## src/rtl/pfss_pkg.sv

```systemverilog
package pfss_pkg;

    // Frequency word width and padded stream widths.
    localparam int FREQ_W     = 18;
    localparam int IN_DATA_W  = 24;
    localparam int IN_USER_W  = 3;
    localparam int OUT_DATA_W = 24;
    localparam int CFG_IDX_W  = 3;
    localparam int CFG_DATA_W = 18;

    // Event codes carried on the input tuser field.
    localparam logic [2:0] FUNC_TICK   = 3'd0;
    localparam logic [2:0] FUNC_START  = 3'd1;
    localparam logic [2:0] FUNC_STOP   = 3'd2;
    localparam logic [2:0] FUNC_FAULT  = 3'd3;
    localparam logic [2:0] FUNC_RAMP   = 3'd4;
    localparam logic [2:0] FUNC_CANCEL = 3'd5;

    // Soft-start phase codes.
    localparam logic [1:0] PH_IDLE  = 2'd0;
    localparam logic [1:0] PH_SWEEP = 2'd1;
    localparam logic [1:0] PH_DONE  = 2'd2;
    localparam logic [1:0] PH_FAULT = 2'd3;

    // Configuration register indexes.
    localparam logic [2:0] CFG_STARTUP_BAND   = 3'd0;
    localparam logic [2:0] CFG_LOW_TARGET     = 3'd1;
    localparam logic [2:0] CFG_HIGH_TARGET    = 3'd2;
    localparam logic [2:0] CFG_FREQ_MIN       = 3'd3;
    localparam logic [2:0] CFG_FREQ_MAX       = 3'd4;
    localparam logic [2:0] CFG_SWEEP_PERIOD   = 3'd5;
    localparam logic [2:0] CFG_RAMP_STEP      = 3'd6;
    localparam logic [2:0] CFG_RAMP_PERIOD    = 3'd7;

    // Sweep constants.
    localparam logic [FREQ_W-1:0] LOW_START      = 18'd99900;
    localparam logic [FREQ_W-1:0] HIGH_START     = 18'd200000;
    localparam logic [FREQ_W-1:0] LOW_DEF_END    = 18'd20000;
    localparam logic [FREQ_W-1:0] HIGH_DEF_END   = 18'd100000;
    localparam logic [9:0]        LOW_STEP       = 10'd100;
    localparam logic [9:0]        HIGH_STEP      = 10'd1000;
    localparam logic [FREQ_W-1:0] LOW_TARGET_MAX = 18'd99900;

    // Configuration register file as seen by the core.
    typedef struct packed {
        logic              startup_band;
        logic [16:0]       low_target_hz;
        logic [FREQ_W-1:0] high_target_hz;
        logic [FREQ_W-1:0] freq_min_hz;
        logic [FREQ_W-1:0] freq_max_hz;
        logic [7:0]        sweep_period_ms;
        logic [15:0]       ramp_step_hz;
        logic [7:0]        ramp_period_ms;
    } t_cfg;

    // One result item.
    typedef struct packed {
        logic              freq_written;
        logic              ramp_busy;
        logic [1:0]        ss_phase;
        logic              pwm_enable;
        logic [FREQ_W-1:0] freq_hz;
    } t_result;

    // Driver clamp: raise to the minimum, then lower to the maximum.
    function automatic logic [FREQ_W-1:0] drv_clamp(input logic [FREQ_W-1:0] f,
                                                   input logic [FREQ_W-1:0] fmin,
                                                   input logic [FREQ_W-1:0] fmax);
        logic [FREQ_W-1:0] v;
        v = (f < fmin) ? fmin : f;
        v = (v > fmax) ? fmax : v;
        return v;
    endfunction

    // Multiple of 100: low two bits clear and the quarter divisible by 25.
    // Divisibility by 25 uses the modular inverse of 25 modulo 2^15.
    function automatic logic is_mult100(input logic [16:0] x);
        logic [14:0] p;
        p = 15'(x[16:2] * 15'd23593);
        return (x[1:0] == 2'd0) && (p <= 15'd1310);
    endfunction

    // Multiple of 1000: low three bits clear and the eighth divisible by 125.
    function automatic logic is_mult1000(input logic [FREQ_W-1:0] x);
        logic [14:0] p;
        p = 15'(x[17:3] * 15'd30933);
        return (x[2:0] == 3'd0) && (p <= 15'd262);
    endfunction

endpackage

```

## src/rtl/pwm_freq_soft_start_ramp_top.sv

```systemverilog
// Inverter drive frequency sequencer with soft start and run-time ramp.
// Input stream: each transaction is one event; s_axis_tuser carries the event
// code (tick, start, stop, fault, ramp to target, ramp cancel) and
// s_axis_tdata carries the ramp target in its low 18 bits.
// Output stream: exactly one result transaction per event with the frequency,
// drive enable, soft-start phase, ramp busy flag and a frequency-written flag.
// Configuration: write i_cfg_data to register i_cfg_index while i_cfg_we is
// high; only while no event is in flight.
// Path: an event passes the input register, then the event logic into the
// result buffer, from which its result is offered.
// Throughput: one event per cycle while s_axis_tready is high; the sequencer
// state updates per event, so consecutive events see each other's effects.
// Stall: a two-entry result buffer sits at the output; s_axis_tready drops
// when it has no slot beside the one kept for the event already registered.
// Reset: synchronous active-low i_rst_n restores the default registers,
// returns the sequencer to idle at 200 kHz with the drive off and empties the
// result buffer.
module pwm_freq_soft_start_ramp_top (
    input  logic                              i_clk,
    input  logic                              i_rst_n,
    // Event input.
    input  logic                              s_axis_tvalid,
    output logic                              s_axis_tready,
    // [17:0] ramp target frequency, [23:18] zero
    input  logic [pfss_pkg::IN_DATA_W-1:0]    s_axis_tdata,
    // [2:0] func
    input  logic [pfss_pkg::IN_USER_W-1:0]    s_axis_tuser,
    // Result output.
    output logic                              m_axis_tvalid,
    input  logic                              m_axis_tready,
    // [17:0] freq_hz, [18] pwm_enable, [20:19] ss_phase, [21] ramp_busy,
    // [22] freq_written, [23] zero
    output logic [pfss_pkg::OUT_DATA_W-1:0]   m_axis_tdata,
    // Configuration write port.
    input  logic                              i_cfg_we,
    input  logic [pfss_pkg::CFG_IDX_W-1:0]    i_cfg_index,
    input  logic [pfss_pkg::CFG_DATA_W-1:0]   i_cfg_data
);
    import pfss_pkg::*;

    t_cfg              r_cfg;
    logic              r_in_valid;
    logic [2:0]        r_in_func;
    logic [FREQ_W-1:0] r_in_target;
    logic              in_take;
    logic              push;
    t_result           core_res;
    t_result           out_res;
    logic [1:0]        room;

    // Accept while the buffer keeps a slot for the event already registered.
    assign s_axis_tready = room > {1'b0, r_in_valid};
    assign in_take       = s_axis_tvalid && s_axis_tready;

    // Configuration registers.
    always_ff @(posedge i_clk) begin
        if (!i_rst_n) begin
            r_cfg.startup_band    <= 1'b1;
            r_cfg.low_target_hz   <= 17'd20000;
            r_cfg.high_target_hz  <= 18'd100000;
            r_cfg.freq_min_hz     <= 18'd1000;
            r_cfg.freq_max_hz     <= 18'd200000;
            r_cfg.sweep_period_ms <= 8'd10;
            r_cfg.ramp_step_hz    <= 16'd1000;
            r_cfg.ramp_period_ms  <= 8'd10;
        end else if (i_cfg_we) begin
            case (i_cfg_index)
                CFG_STARTUP_BAND: r_cfg.startup_band    <= i_cfg_data[0];
                CFG_LOW_TARGET:   r_cfg.low_target_hz   <= i_cfg_data[16:0];
                CFG_HIGH_TARGET:  r_cfg.high_target_hz  <= i_cfg_data[FREQ_W-1:0];
                CFG_FREQ_MIN:     r_cfg.freq_min_hz     <= i_cfg_data[FREQ_W-1:0];
                CFG_FREQ_MAX:     r_cfg.freq_max_hz     <= i_cfg_data[FREQ_W-1:0];
                CFG_SWEEP_PERIOD: r_cfg.sweep_period_ms <= i_cfg_data[7:0];
                CFG_RAMP_STEP:    r_cfg.ramp_step_hz    <= i_cfg_data[15:0];
                CFG_RAMP_PERIOD:  r_cfg.ramp_period_ms  <= i_cfg_data[7:0];
                default: begin
                end
            endcase
        end
    end

    // Input register stage.
    always_ff @(posedge i_clk) begin
        if (!i_rst_n) begin
            r_in_valid <= 1'b0;
        end else begin
            r_in_valid <= in_take;
        end
    end

    always_ff @(posedge i_clk) begin
        if (in_take) begin
            r_in_func   <= s_axis_tuser;
            r_in_target <= s_axis_tdata[FREQ_W-1:0];
        end
    end

    // Event logic and sequencer state.
    pfss_core u_core (
        .i_clk         (i_clk),
        .i_rst_n       (i_rst_n),
        .i_valid       (r_in_valid),
        .i_func        (r_in_func),
        .i_ramp_target (r_in_target),
        .i_cfg         (r_cfg),
        .o_push        (push),
        .o_res         (core_res)
    );

    // Result buffer.
    pfss_outq u_outq (
        .i_clk   (i_clk),
        .i_rst_n (i_rst_n),
        .i_push  (push),
        .i_res   (core_res),
        .o_valid (m_axis_tvalid),
        .i_ready (m_axis_tready),
        .o_res   (out_res),
        .o_room  (room)
    );

    // Pack the result fields, highest bit first.
    assign m_axis_tdata = {1'b0, out_res.freq_written, out_res.ramp_busy,
                           out_res.ss_phase, out_res.pwm_enable, out_res.freq_hz};

endmodule

```

## src/rtl/pfss_core.sv

```systemverilog
module pfss_core (
    input  logic                    i_clk,
    input  logic                    i_rst_n,
    input  logic                    i_valid,
    input  logic [2:0]              i_func,
    input  logic [17:0]             i_ramp_target,
    input  pfss_pkg::t_cfg          i_cfg,
    output logic                    o_push,
    output pfss_pkg::t_result       o_res
);
    import pfss_pkg::*;

    // Sequencer state.
    logic [1:0]        r_phase, n_phase;
    logic [FREQ_W-1:0] r_out_freq, n_out_freq;
    logic [FREQ_W-1:0] r_req_freq, n_req_freq;
    logic [FREQ_W-1:0] r_sweep_start, n_sweep_start;
    logic [FREQ_W-1:0] r_sweep_end, n_sweep_end;
    logic [9:0]        r_sweep_step, n_sweep_step;
    logic [7:0]        r_sweep_elapsed, n_sweep_elapsed;
    logic [FREQ_W-1:0] r_ramp_goal, n_ramp_goal;
    logic              r_ramp_on, n_ramp_on;
    logic [7:0]        r_ramp_elapsed, n_ramp_elapsed;
    logic              r_drive_on, n_drive_on;
    logic              wrote;

    // Soft-start step terms.
    logic [7:0]        sw_el_inc;
    logic              sw_fire;
    logic              sw_end_hit;
    logic [FREQ_W-1:0] sw_req;
    logic [FREQ_W-1:0] sw_out;

    // Ramp step terms.
    logic [FREQ_W-1:0] rp_cur;
    logic [FREQ_W-1:0] rp_dist;
    logic              rp_near;
    logic [7:0]        rp_el_inc;
    logic              rp_fire;
    logic [FREQ_W:0]   rp_up;
    logic [FREQ_W:0]   rp_goal_plus;
    logic [FREQ_W-1:0] rp_val;

    // Start terms.
    logic              cfg_ok;
    logic              st_band;
    logic [FREQ_W-1:0] st_start;
    logic [FREQ_W-1:0] st_end;
    logic [9:0]        st_step;

    // Ramp trigger goal.
    logic [FREQ_W-1:0] rq_goal;

    // Soft-start step: the period counter saturates and fires at the period.
    assign sw_el_inc  = (r_sweep_elapsed == 8'd255) ? 8'd255 : r_sweep_elapsed + 8'd1;
    assign sw_fire    = (r_phase == PH_SWEEP) && (sw_el_inc >= i_cfg.sweep_period_ms);
    assign sw_end_hit = ({1'b0, r_req_freq}) <=
                        ({1'b0, r_sweep_end} + {9'd0, r_sweep_step});
    assign sw_req     = sw_end_hit ? r_sweep_end : r_req_freq - {8'd0, r_sweep_step};
    assign sw_out     = drv_clamp(sw_req, i_cfg.freq_min_hz, i_cfg.freq_max_hz);

    // Ramp step sees the frequency the soft-start step just wrote.
    assign rp_cur     = sw_fire ? sw_out : r_out_freq;
    assign rp_dist    = (rp_cur >= r_ramp_goal) ? rp_cur - r_ramp_goal : r_ramp_goal - rp_cur;
    assign rp_near    = rp_dist <= {2'd0, i_cfg.ramp_step_hz};
    assign rp_el_inc  = (r_ramp_elapsed == 8'd255) ? 8'd255 : r_ramp_elapsed + 8'd1;
    assign rp_fire    = rp_el_inc >= i_cfg.ramp_period_ms;
    assign rp_up        = {1'b0, rp_cur} + {3'd0, i_cfg.ramp_step_hz};
    assign rp_goal_plus = {1'b0, r_ramp_goal} + {3'd0, i_cfg.ramp_step_hz};

    always_comb begin
        if (rp_cur < r_ramp_goal) begin
            rp_val = (rp_up > {1'b0, r_ramp_goal}) ? r_ramp_goal : rp_up[FREQ_W-1:0];
        end else if ({1'b0, rp_cur} < rp_goal_plus) begin
            rp_val = r_ramp_goal;
        end else begin
            rp_val = rp_cur - {2'd0, i_cfg.ramp_step_hz};
        end
    end

    // Startup configuration check; invalid settings fall back to the defaults.
    assign cfg_ok = ({1'b0, i_cfg.low_target_hz} >= i_cfg.freq_min_hz) &&
                    ({1'b0, i_cfg.low_target_hz} <= LOW_TARGET_MAX) &&
                    is_mult100(i_cfg.low_target_hz) &&
                    (i_cfg.high_target_hz >= HIGH_DEF_END) &&
                    (i_cfg.high_target_hz <= i_cfg.freq_max_hz) &&
                    is_mult1000(i_cfg.high_target_hz);
    assign st_band  = cfg_ok ? i_cfg.startup_band : 1'b1;
    assign st_start = st_band ? HIGH_START : LOW_START;
    assign st_step  = st_band ? HIGH_STEP : LOW_STEP;

    always_comb begin
        if (!cfg_ok) begin
            st_end = st_band ? HIGH_DEF_END : LOW_DEF_END;
        end else if (st_band) begin
            st_end = i_cfg.high_target_hz;
        end else begin
            st_end = {1'b0, i_cfg.low_target_hz};
        end
    end

    assign rq_goal = drv_clamp(i_ramp_target, i_cfg.freq_min_hz, i_cfg.freq_max_hz);

    // Next-state selection for one event.
    always_comb begin
        n_phase         = r_phase;
        n_out_freq      = r_out_freq;
        n_req_freq      = r_req_freq;
        n_sweep_start   = r_sweep_start;
        n_sweep_end     = r_sweep_end;
        n_sweep_step    = r_sweep_step;
        n_sweep_elapsed = r_sweep_elapsed;
        n_ramp_goal     = r_ramp_goal;
        n_ramp_on       = r_ramp_on;
        n_ramp_elapsed  = r_ramp_elapsed;
        n_drive_on      = r_drive_on;
        wrote           = 1'b0;
        if (i_valid) begin
            case (i_func)
                FUNC_TICK: begin
                    if (sw_fire) begin
                        n_sweep_elapsed = 8'd0;
                        n_req_freq      = sw_req;
                        n_out_freq      = sw_out;
                        if (sw_end_hit) begin
                            n_phase = PH_DONE;
                        end
                    end else if (r_phase == PH_SWEEP) begin
                        n_sweep_elapsed = sw_el_inc;
                    end
                    if (r_ramp_on) begin
                        if (rp_near) begin
                            n_out_freq = drv_clamp(r_ramp_goal, i_cfg.freq_min_hz,
                                                   i_cfg.freq_max_hz);
                            n_ramp_on  = 1'b0;
                        end else if (rp_fire) begin
                            n_ramp_elapsed = 8'd0;
                            n_out_freq     = drv_clamp(rp_val, i_cfg.freq_min_hz,
                                                       i_cfg.freq_max_hz);
                        end else begin
                            n_ramp_elapsed = rp_el_inc;
                        end
                    end
                    wrote = sw_fire || (r_ramp_on && (rp_near || rp_fire));
                end
                FUNC_START: begin
                    if (r_phase == PH_IDLE) begin
                        n_sweep_start   = st_start;
                        n_sweep_end     = st_end;
                        n_sweep_step    = st_step;
                        n_req_freq      = st_start;
                        n_ramp_on       = 1'b0;
                        n_out_freq      = drv_clamp(st_start, i_cfg.freq_min_hz,
                                                    i_cfg.freq_max_hz);
                        n_drive_on      = 1'b1;
                        n_sweep_elapsed = 8'd0;
                        n_phase         = PH_SWEEP;
                        wrote           = 1'b1;
                    end
                end
                FUNC_STOP: begin
                    // Stop returns to the sweep start without a driver write.
                    n_drive_on = 1'b0;
                    n_req_freq = r_sweep_start;
                    n_out_freq = r_sweep_start;
                    n_ramp_on  = 1'b0;
                    n_phase    = PH_IDLE;
                end
                FUNC_FAULT: begin
                    n_drive_on = 1'b0;
                    n_ramp_on  = 1'b0;
                    n_phase    = PH_FAULT;
                end
                FUNC_RAMP: begin
                    n_ramp_goal    = rq_goal;
                    n_ramp_on      = 1'b1;
                    n_ramp_elapsed = 8'd0;
                end
                FUNC_CANCEL: begin
                    n_ramp_on = 1'b0;
                end
                default: begin
                end
            endcase
        end
    end

    // State registers.
    always_ff @(posedge i_clk) begin
        if (!i_rst_n) begin
            r_phase         <= PH_IDLE;
            r_out_freq      <= HIGH_START;
            r_req_freq      <= HIGH_START;
            r_sweep_start   <= HIGH_START;
            r_sweep_end     <= HIGH_DEF_END;
            r_sweep_step    <= HIGH_STEP;
            r_sweep_elapsed <= 8'd0;
            r_ramp_goal     <= '0;
            r_ramp_on       <= 1'b0;
            r_ramp_elapsed  <= 8'd0;
            r_drive_on      <= 1'b0;
        end else begin
            r_phase         <= n_phase;
            r_out_freq      <= n_out_freq;
            r_req_freq      <= n_req_freq;
            r_sweep_start   <= n_sweep_start;
            r_sweep_end     <= n_sweep_end;
            r_sweep_step    <= n_sweep_step;
            r_sweep_elapsed <= n_sweep_elapsed;
            r_ramp_goal     <= n_ramp_goal;
            r_ramp_on       <= n_ramp_on;
            r_ramp_elapsed  <= n_ramp_elapsed;
            r_drive_on      <= n_drive_on;
        end
    end

    // The result reports the state after the event.
    assign o_push              = i_valid;
    assign o_res.freq_hz       = n_out_freq;
    assign o_res.pwm_enable    = n_drive_on;
    assign o_res.ss_phase      = n_phase;
    assign o_res.ramp_busy     = n_ramp_on;
    assign o_res.freq_written  = wrote;

    // A stop always leaves the drive off, the ramp off and the phase idle.
    a_stop_idle: assert property (@(posedge i_clk) disable iff (!i_rst_n)
        (i_valid && i_func == FUNC_STOP) |=> (r_phase == PH_IDLE && !r_drive_on && !r_ramp_on))
        else $error("stop did not return the sequencer to idle");

    // A fault turns the drive off and holds the fault phase.
    a_fault: assert property (@(posedge i_clk) disable iff (!i_rst_n)
        (i_valid && i_func == FUNC_FAULT) |=> (r_phase == PH_FAULT && !r_drive_on))
        else $error("fault did not disable the drive");

    // A start taken in idle begins a sweep with the drive on.
    a_start: assert property (@(posedge i_clk) disable iff (!i_rst_n)
        (i_valid && i_func == FUNC_START && r_phase == PH_IDLE)
        |=> (r_phase == PH_SWEEP && r_drive_on && !r_ramp_on))
        else $error("start from idle did not begin a sweep");

    // The fault phase is only left through a stop.
    a_fault_hold: assert property (@(posedge i_clk) disable iff (!i_rst_n)
        (r_phase == PH_FAULT && !(i_valid && i_func == FUNC_STOP)) |=> (r_phase == PH_FAULT))
        else $error("fault phase left without a stop");

endmodule

```

## src/rtl/pfss_outq.sv

```systemverilog
module pfss_outq (
    input  logic                    i_clk,
    input  logic                    i_rst_n,
    input  logic                    i_push,
    input  pfss_pkg::t_result       i_res,
    output logic                    o_valid,
    input  logic                    i_ready,
    output pfss_pkg::t_result       o_res,
    output logic [1:0]              o_room
);
    import pfss_pkg::*;

    // Two-entry result buffer so input and output sides stall independently.
    t_result    r_q [2];
    logic       r_wr_ptr;
    logic       r_rd_ptr;
    logic [1:0] r_count, n_count;
    logic       pop;

    assign pop     = o_valid && i_ready;
    assign o_valid = (r_count != 2'd0);
    assign o_res   = r_q[r_rd_ptr];
    // Free slots once this cycle's pop is counted.
    assign o_room  = 2'd2 - r_count + {1'b0, pop};

    always_comb begin
        n_count = r_count + {1'b0, i_push} - {1'b0, pop};
    end

    // Entry storage.
    always_ff @(posedge i_clk) begin
        if (i_push) begin
            r_q[r_wr_ptr] <= i_res;
        end
    end

    // Pointers and fill level.
    always_ff @(posedge i_clk) begin
        if (!i_rst_n) begin
            r_wr_ptr <= 1'b0;
            r_rd_ptr <= 1'b0;
            r_count  <= 2'd0;
        end else begin
            r_count <= n_count;
            if (i_push) begin
                r_wr_ptr <= ~r_wr_ptr;
            end
            if (pop) begin
                r_rd_ptr <= ~r_rd_ptr;
            end
        end
    end

    // The buffer never holds more than two results.
    a_level: assert property (@(posedge i_clk) disable iff (!i_rst_n)
        r_count <= 2'd2)
        else $error("result buffer level out of range");

    // A push never lands on a full buffer unless a result leaves together.
    a_no_overflow: assert property (@(posedge i_clk) disable iff (!i_rst_n)
        (i_push && r_count == 2'd2) |-> pop)
        else $error("result buffer overflow");

    // The level matches the difference of the pointers.
    a_ptrs: assert property (@(posedge i_clk) disable iff (!i_rst_n)
        (r_count == 2'd1) == (r_wr_ptr != r_rd_ptr))
        else $error("result buffer pointers disagree with level");

endmodule
```

## config.mk

```make
export PLATFORM = sky130hd
export DESIGN_NAME = pwm_freq_soft_start_ramp_top
export DESIGN_NICKNAME = d
export VERILOG_FILES = /design/src/rtl/pfss_pkg.sv /design/src/rtl/pwm_freq_soft_start_ramp_top.sv /design/src/rtl/pfss_core.sv /design/src/rtl/pfss_outq.sv
export SDC_FILE = /design/constraint.sdc
export NUM_CORES = 2
export LEC_CHECK = 0
export BUFFER_PORTS_ARGS = -buffer_cell sky130_fd_sc_hd__buf_2
export CAP_MARGIN = 20
export CORE_MARGIN = 4
export CORE_UTILIZATION = 40
export CTS_CLUSTER_SIZE = 30
export DETAILED_ROUTE_END_ITERATION = 10
export GPL_TIMING_DRIVEN = 0
export PLACE_DENSITY = 0.56
export SETUP_SLACK_MARGIN = 0.1
export SLEW_MARGIN = 20
export SYNTH_ARGS = -nofsm -noshare
export SYNTH_HDL_FRONTEND = slang
export SYNTH_HIERARCHICAL = 1
export SYNTH_SLANG_ARGS = --single-unit
```

## constraint.sdc

```tcl
create_clock -name i_clk -period 17.97 [get_ports i_clk]
set_clock_uncertainty 0.15 [all_clocks]
set_input_delay 0 -clock i_clk [delete_from_list [all_inputs] [get_ports i_clk]]
set_output_delay 0 -clock i_clk [all_outputs]
set_load 0.1 [all_outputs]
```

==> flow_metrics.tcl <==
set metrics [dict create \
    cp-start-kind "register" \
    seqCellArea_sq_um 6100 \
    crit_path_max_incr_delay_ns 0.54 \
    synth_nets 4087 \
    num_rows 99 \
    nNetsFinal 4310 \
    vias_per_cell 5.97 \
    cts_sinks 271 \
    port_buffers 71 \
    vias 28000 \
    synth_top_family_by_area "adder cells" \
    cellPowerDensity_nw_per_um2 81.5 \
    multi_input_area_sq_um 22300 \
    ys_seq_elements 271 \
    ys.flop_type "dfxtp_1" \
    nFillCells 7236 \
    first_global_vias 25800 \
    worstPathArrival_ns 17.68 \
    remaining_drc_errors 0 \
    critPathMaxFanout 10 \
    netlist_area_sq_um 29400 \
    place_ws_ns -4.85 \
    start_util 0.403 \
    synth_warnings 6 \
    slew_viol_final 0 \
    seq_area_frac_synth 0.208 \
    critical_path_buf_inv_count 11 \
    grt_max_degree 25 \
    layout-drive-gt1-share 0.121 \
    crit_top_cell "ha_1" \
    routed_wl_mm 119 \
    num_io_pins 79 \
    cts_tree "done" \
    chipHeight_um 279 \
    root_buffer "clkbuf_16" \
    synth_adder_area_share 0.246 \
    crit_slowest_cell "a2111oi_4" \
    synth_compound_area_frac 0.197 \
    rr_worst_depth 83 \
    fin_util 0.466 \
    core_sq_um 72800 \
    drtIter0Drc 3083 \
    fin_crit_sh 0.975 \
    wl_per_cell_um 25.3 \
    dp_hpwl_mm 93.4 \
    ys_types 104 \
    die_w_um 279 \
    grt_pass1_wl_mm 172 \
    worstPathRequired_ns 18.14 \
    track_usage 0.292 \
    syn_inst 3484 \
    path_class "register to register" \
    hold_depth 3 \
    drv_cap 0 \
    avgSynthCellArea_sq_um 8.43 \
    clkTransAtPathRegs_ns 0.06 \
    setup_viol 0 \
    crit_cells 83 \
    cts_inserted_buffers 31 \
    antenna_found_initial 5 \
    p_leak_nw 14.9 \
    clock_latency_ns 0.62 \
    status "finished, final reports clean" \
    holdCritPathClass "primary input to register" \
    synthSimpleGateAreaFrac 0.175 \
    gr-total-overflow 0 \
    cp_top_family "compound AO/OA/AOI/OAI gates" \
    worstSetupEndpointType "register" \
    worst_pin_slew_ns 1.13 \
    clockBufferDepth 3 \
    drtPass1Iterations 8 \
    synth-edff-count 67 \
    gp_congestion 1.03 \
    slew_headroom 0.250 \
    synth-async-reset-ratio 0 \
    synth_xor_area_frac 0.0363 \
    fmaxAchievable_mhz 57.1 \
    finalHoldViolCount 0 \
    synth.mux.area_fraction 0.0823 \
    vdd_drop_max_mv 0.0981 \
    die-area_sq_um 77800 \
    min_period_ns 17.51 \
    worst_slack_ns 0.458 \
    syn2layout_area_growth_pct 15.5 \
    cts_max_level 1 \
    postRouteAntennaNets 0 \
]
-- stage by stage --
step	hold slack [ns]	cell area, sq um	setup TNS, ns	total power [mW]	instances
3_5_place_dp	0.0292	31000	-238.06	1.96	4516
3_3_place_gp	0.0274	30900	-262.99	1.95	4514
5_1_grt	0.0785	33900	-0.0636	2.91	4691
4_1_cts	0.0459	33300	0	2.70	4664
2_1_floorplan	-0.0511	29400	0	1.62	3484
6_report	0.0448	33900	0	2.76	4693
-- per-layer routing --
metal | wire length (um) | share of wire | global-route usage
met1 | 53000 | 0.45 | 0.420
met2 | 50000 | 0.42 | 0.440
met3 | 11100 | 0.094 | 0.0569
met4 | 4650 | 0.039 | 0.0929
met5 | 0 | 0 | 0
-- repair_timing --
| item | CTS | global route |
|---|---|---|
| hold buffers | 75 | 0 |
| gates resized for setup | 93 | 99 |
| pin swaps | 16 | 34 |
| endpoints found under the setup margin | 54 | 54 |
| hold endpoints to repair | 160 | 0 |
| buffers inserted | 16 | 27 |
-- power breakdown --
group | leakage (nW) | internal (mW) | total [mW] | switching, mW
registers | 2.27 | 0.675 | 0.727 | 0.0523
clock network | 0.528 | 0.400 | 0.679 | 0.279
logic | 12.1 | 0.507 | 1.36 | 0.851
total | 14.9 | 1.58 | 2.76 | 1.18
-- final timing paths --
path                    startpoint          endpoint  slack, ns
min                  s_axis_tvalid        r_in_valid       0.04
max          u_core/r_sweep_end[2]  u_outq/r_q[1][7]       0.46
max reg2reg  u_core/r_sweep_end[2]  u_outq/r_q[1][7]       0.46
min reg2reg              r_cfg[29]         r_cfg[29]       0.31
-- sequential cells by signal (all words and copies together), names as in the netlist, named ones only --
register	flops
r_cfg	104
r_in_func	3
r_in_target	18
r_in_valid	1
u_core/r_drive_on	1
u_core/r_out_freq	18
u_core/r_phase	2
u_core/r_ramp_elapsed	8
u_core/r_ramp_goal	18
u_core/r_ramp_on	1
u_core/r_req_freq	18
u_core/r_sweep_elapsed	8
u_core/r_sweep_end	18
u_core/r_sweep_start	2
u_outq/r_count	2
u_outq/r_q	46
u_outq/r_rd_ptr	1
u_outq/r_wr_ptr	1
-- cells in the final DEF, fill, tap and decap left out, types with 14 or more instances in the layout --
cell,netlist,layout
nor2_1,194,187
nand4_1,39,39
and3_1,18,18
a22oi_1,17,16
mux2_2,76,73
ha_1,504,500
nand2b_1,45,44
mux2i_1,153,149
a211oi_1,28,22
nand3_1,58,56
fa_1,46,44
buf_4,14,57
clkbuf_1,83,81
inv_1,272,270
xnor2_1,79,79
a21oi_1,242,233
o31ai_1,19,16
o21ai_1,9,16
nor4_1,22,19
or2_2,20,20
nand2_1,318,310
buf_2,21,88
o211ai_1,34,34
clkbuf_16,0,32
dlygate4sd3_1,0,75
o21bai_1,21,21
a21o_1,69,69
xor2_1,40,40
edfxtp_1,67,67
dfxtp_1,204,200
o21ai_0,206,193
o21a_1,41,40
nor3_1,63,59
and2_1,49,43
a31oi_1,25,23
o22ai_1,14,14
nor2b_1,128,126
-- cell usage after synthesis, drive strengths merged, types with 34 or more instances --
library cell / number / area [sq um]
nor2: 198 / 758
inv: 273 / 1020
edfxtp: 67 / 2010
mux2: 78 / 886
nor3: 63 / 315
fa: 46 / 921
nor2b: 129 / 810
buf: 45 / 294
a21oi: 243 / 1220
xor2: 40 / 350
nand2: 319 / 1200
o21a: 41 / 308
nand3: 59 / 300
o211ai: 34 / 255
and2: 50 / 313
a21o: 69 / 518
nand2b: 45 / 282
dfxtp: 204 / 4080
o21ai: 216 / 1080
ha: 504 / 6310
nand4: 41 / 269
mux2i: 153 / 1530
xnor2: 79 / 692
clkbuf: 83 / 312
-- worst register-to-register path, delay by kind of cell (launching register included) --
| kind | cells | cell delay [ns] |
|---|---|---|
| buf+inv | 11 | 1.76 |
| xor+xnor | 1 | 0.12 |
| mux | 2 | 0.65 |
| fa+ha+maj | 9 | 2.67 |
| flops | 1 | 0.37 |
| simple gates | 31 | 5.60 |
| compound gates | 29 | 5.89 |
-- cells by family (layout without fill, tap and decap cells) --
family | count (synthesis) | after routing
mux | 231 | 231
fa+ha+maj | 550 | 550
flops | 271 | 271
buf+inv | 401 | 649
other cells | 1 | 3
xor+xnor | 120 | 120
compound gates | 886 | 886
simple gates | 1024 | 1024
-- final cells by class --
| class | instances | area share |
|---|---|---|
| Buffer | 127 | 0.0199 |
| Timing Repair Buffer | 191 | 0.0434 |
| Clock buffer | 45 | 0.0271 |
| Clock inverter | 13 | 0.00505 |
| Inverter | 273 | 0.0303 |
| Multi-Input combinational cell | 2812 | 0.659 |
| Sequential cell | 271 | 0.180 |
| Antenna cell | 2 | 0.000148 |
| Tap cell | 959 | 0.0354 |
Note: power is estimated with default switching activity, not from simulation.
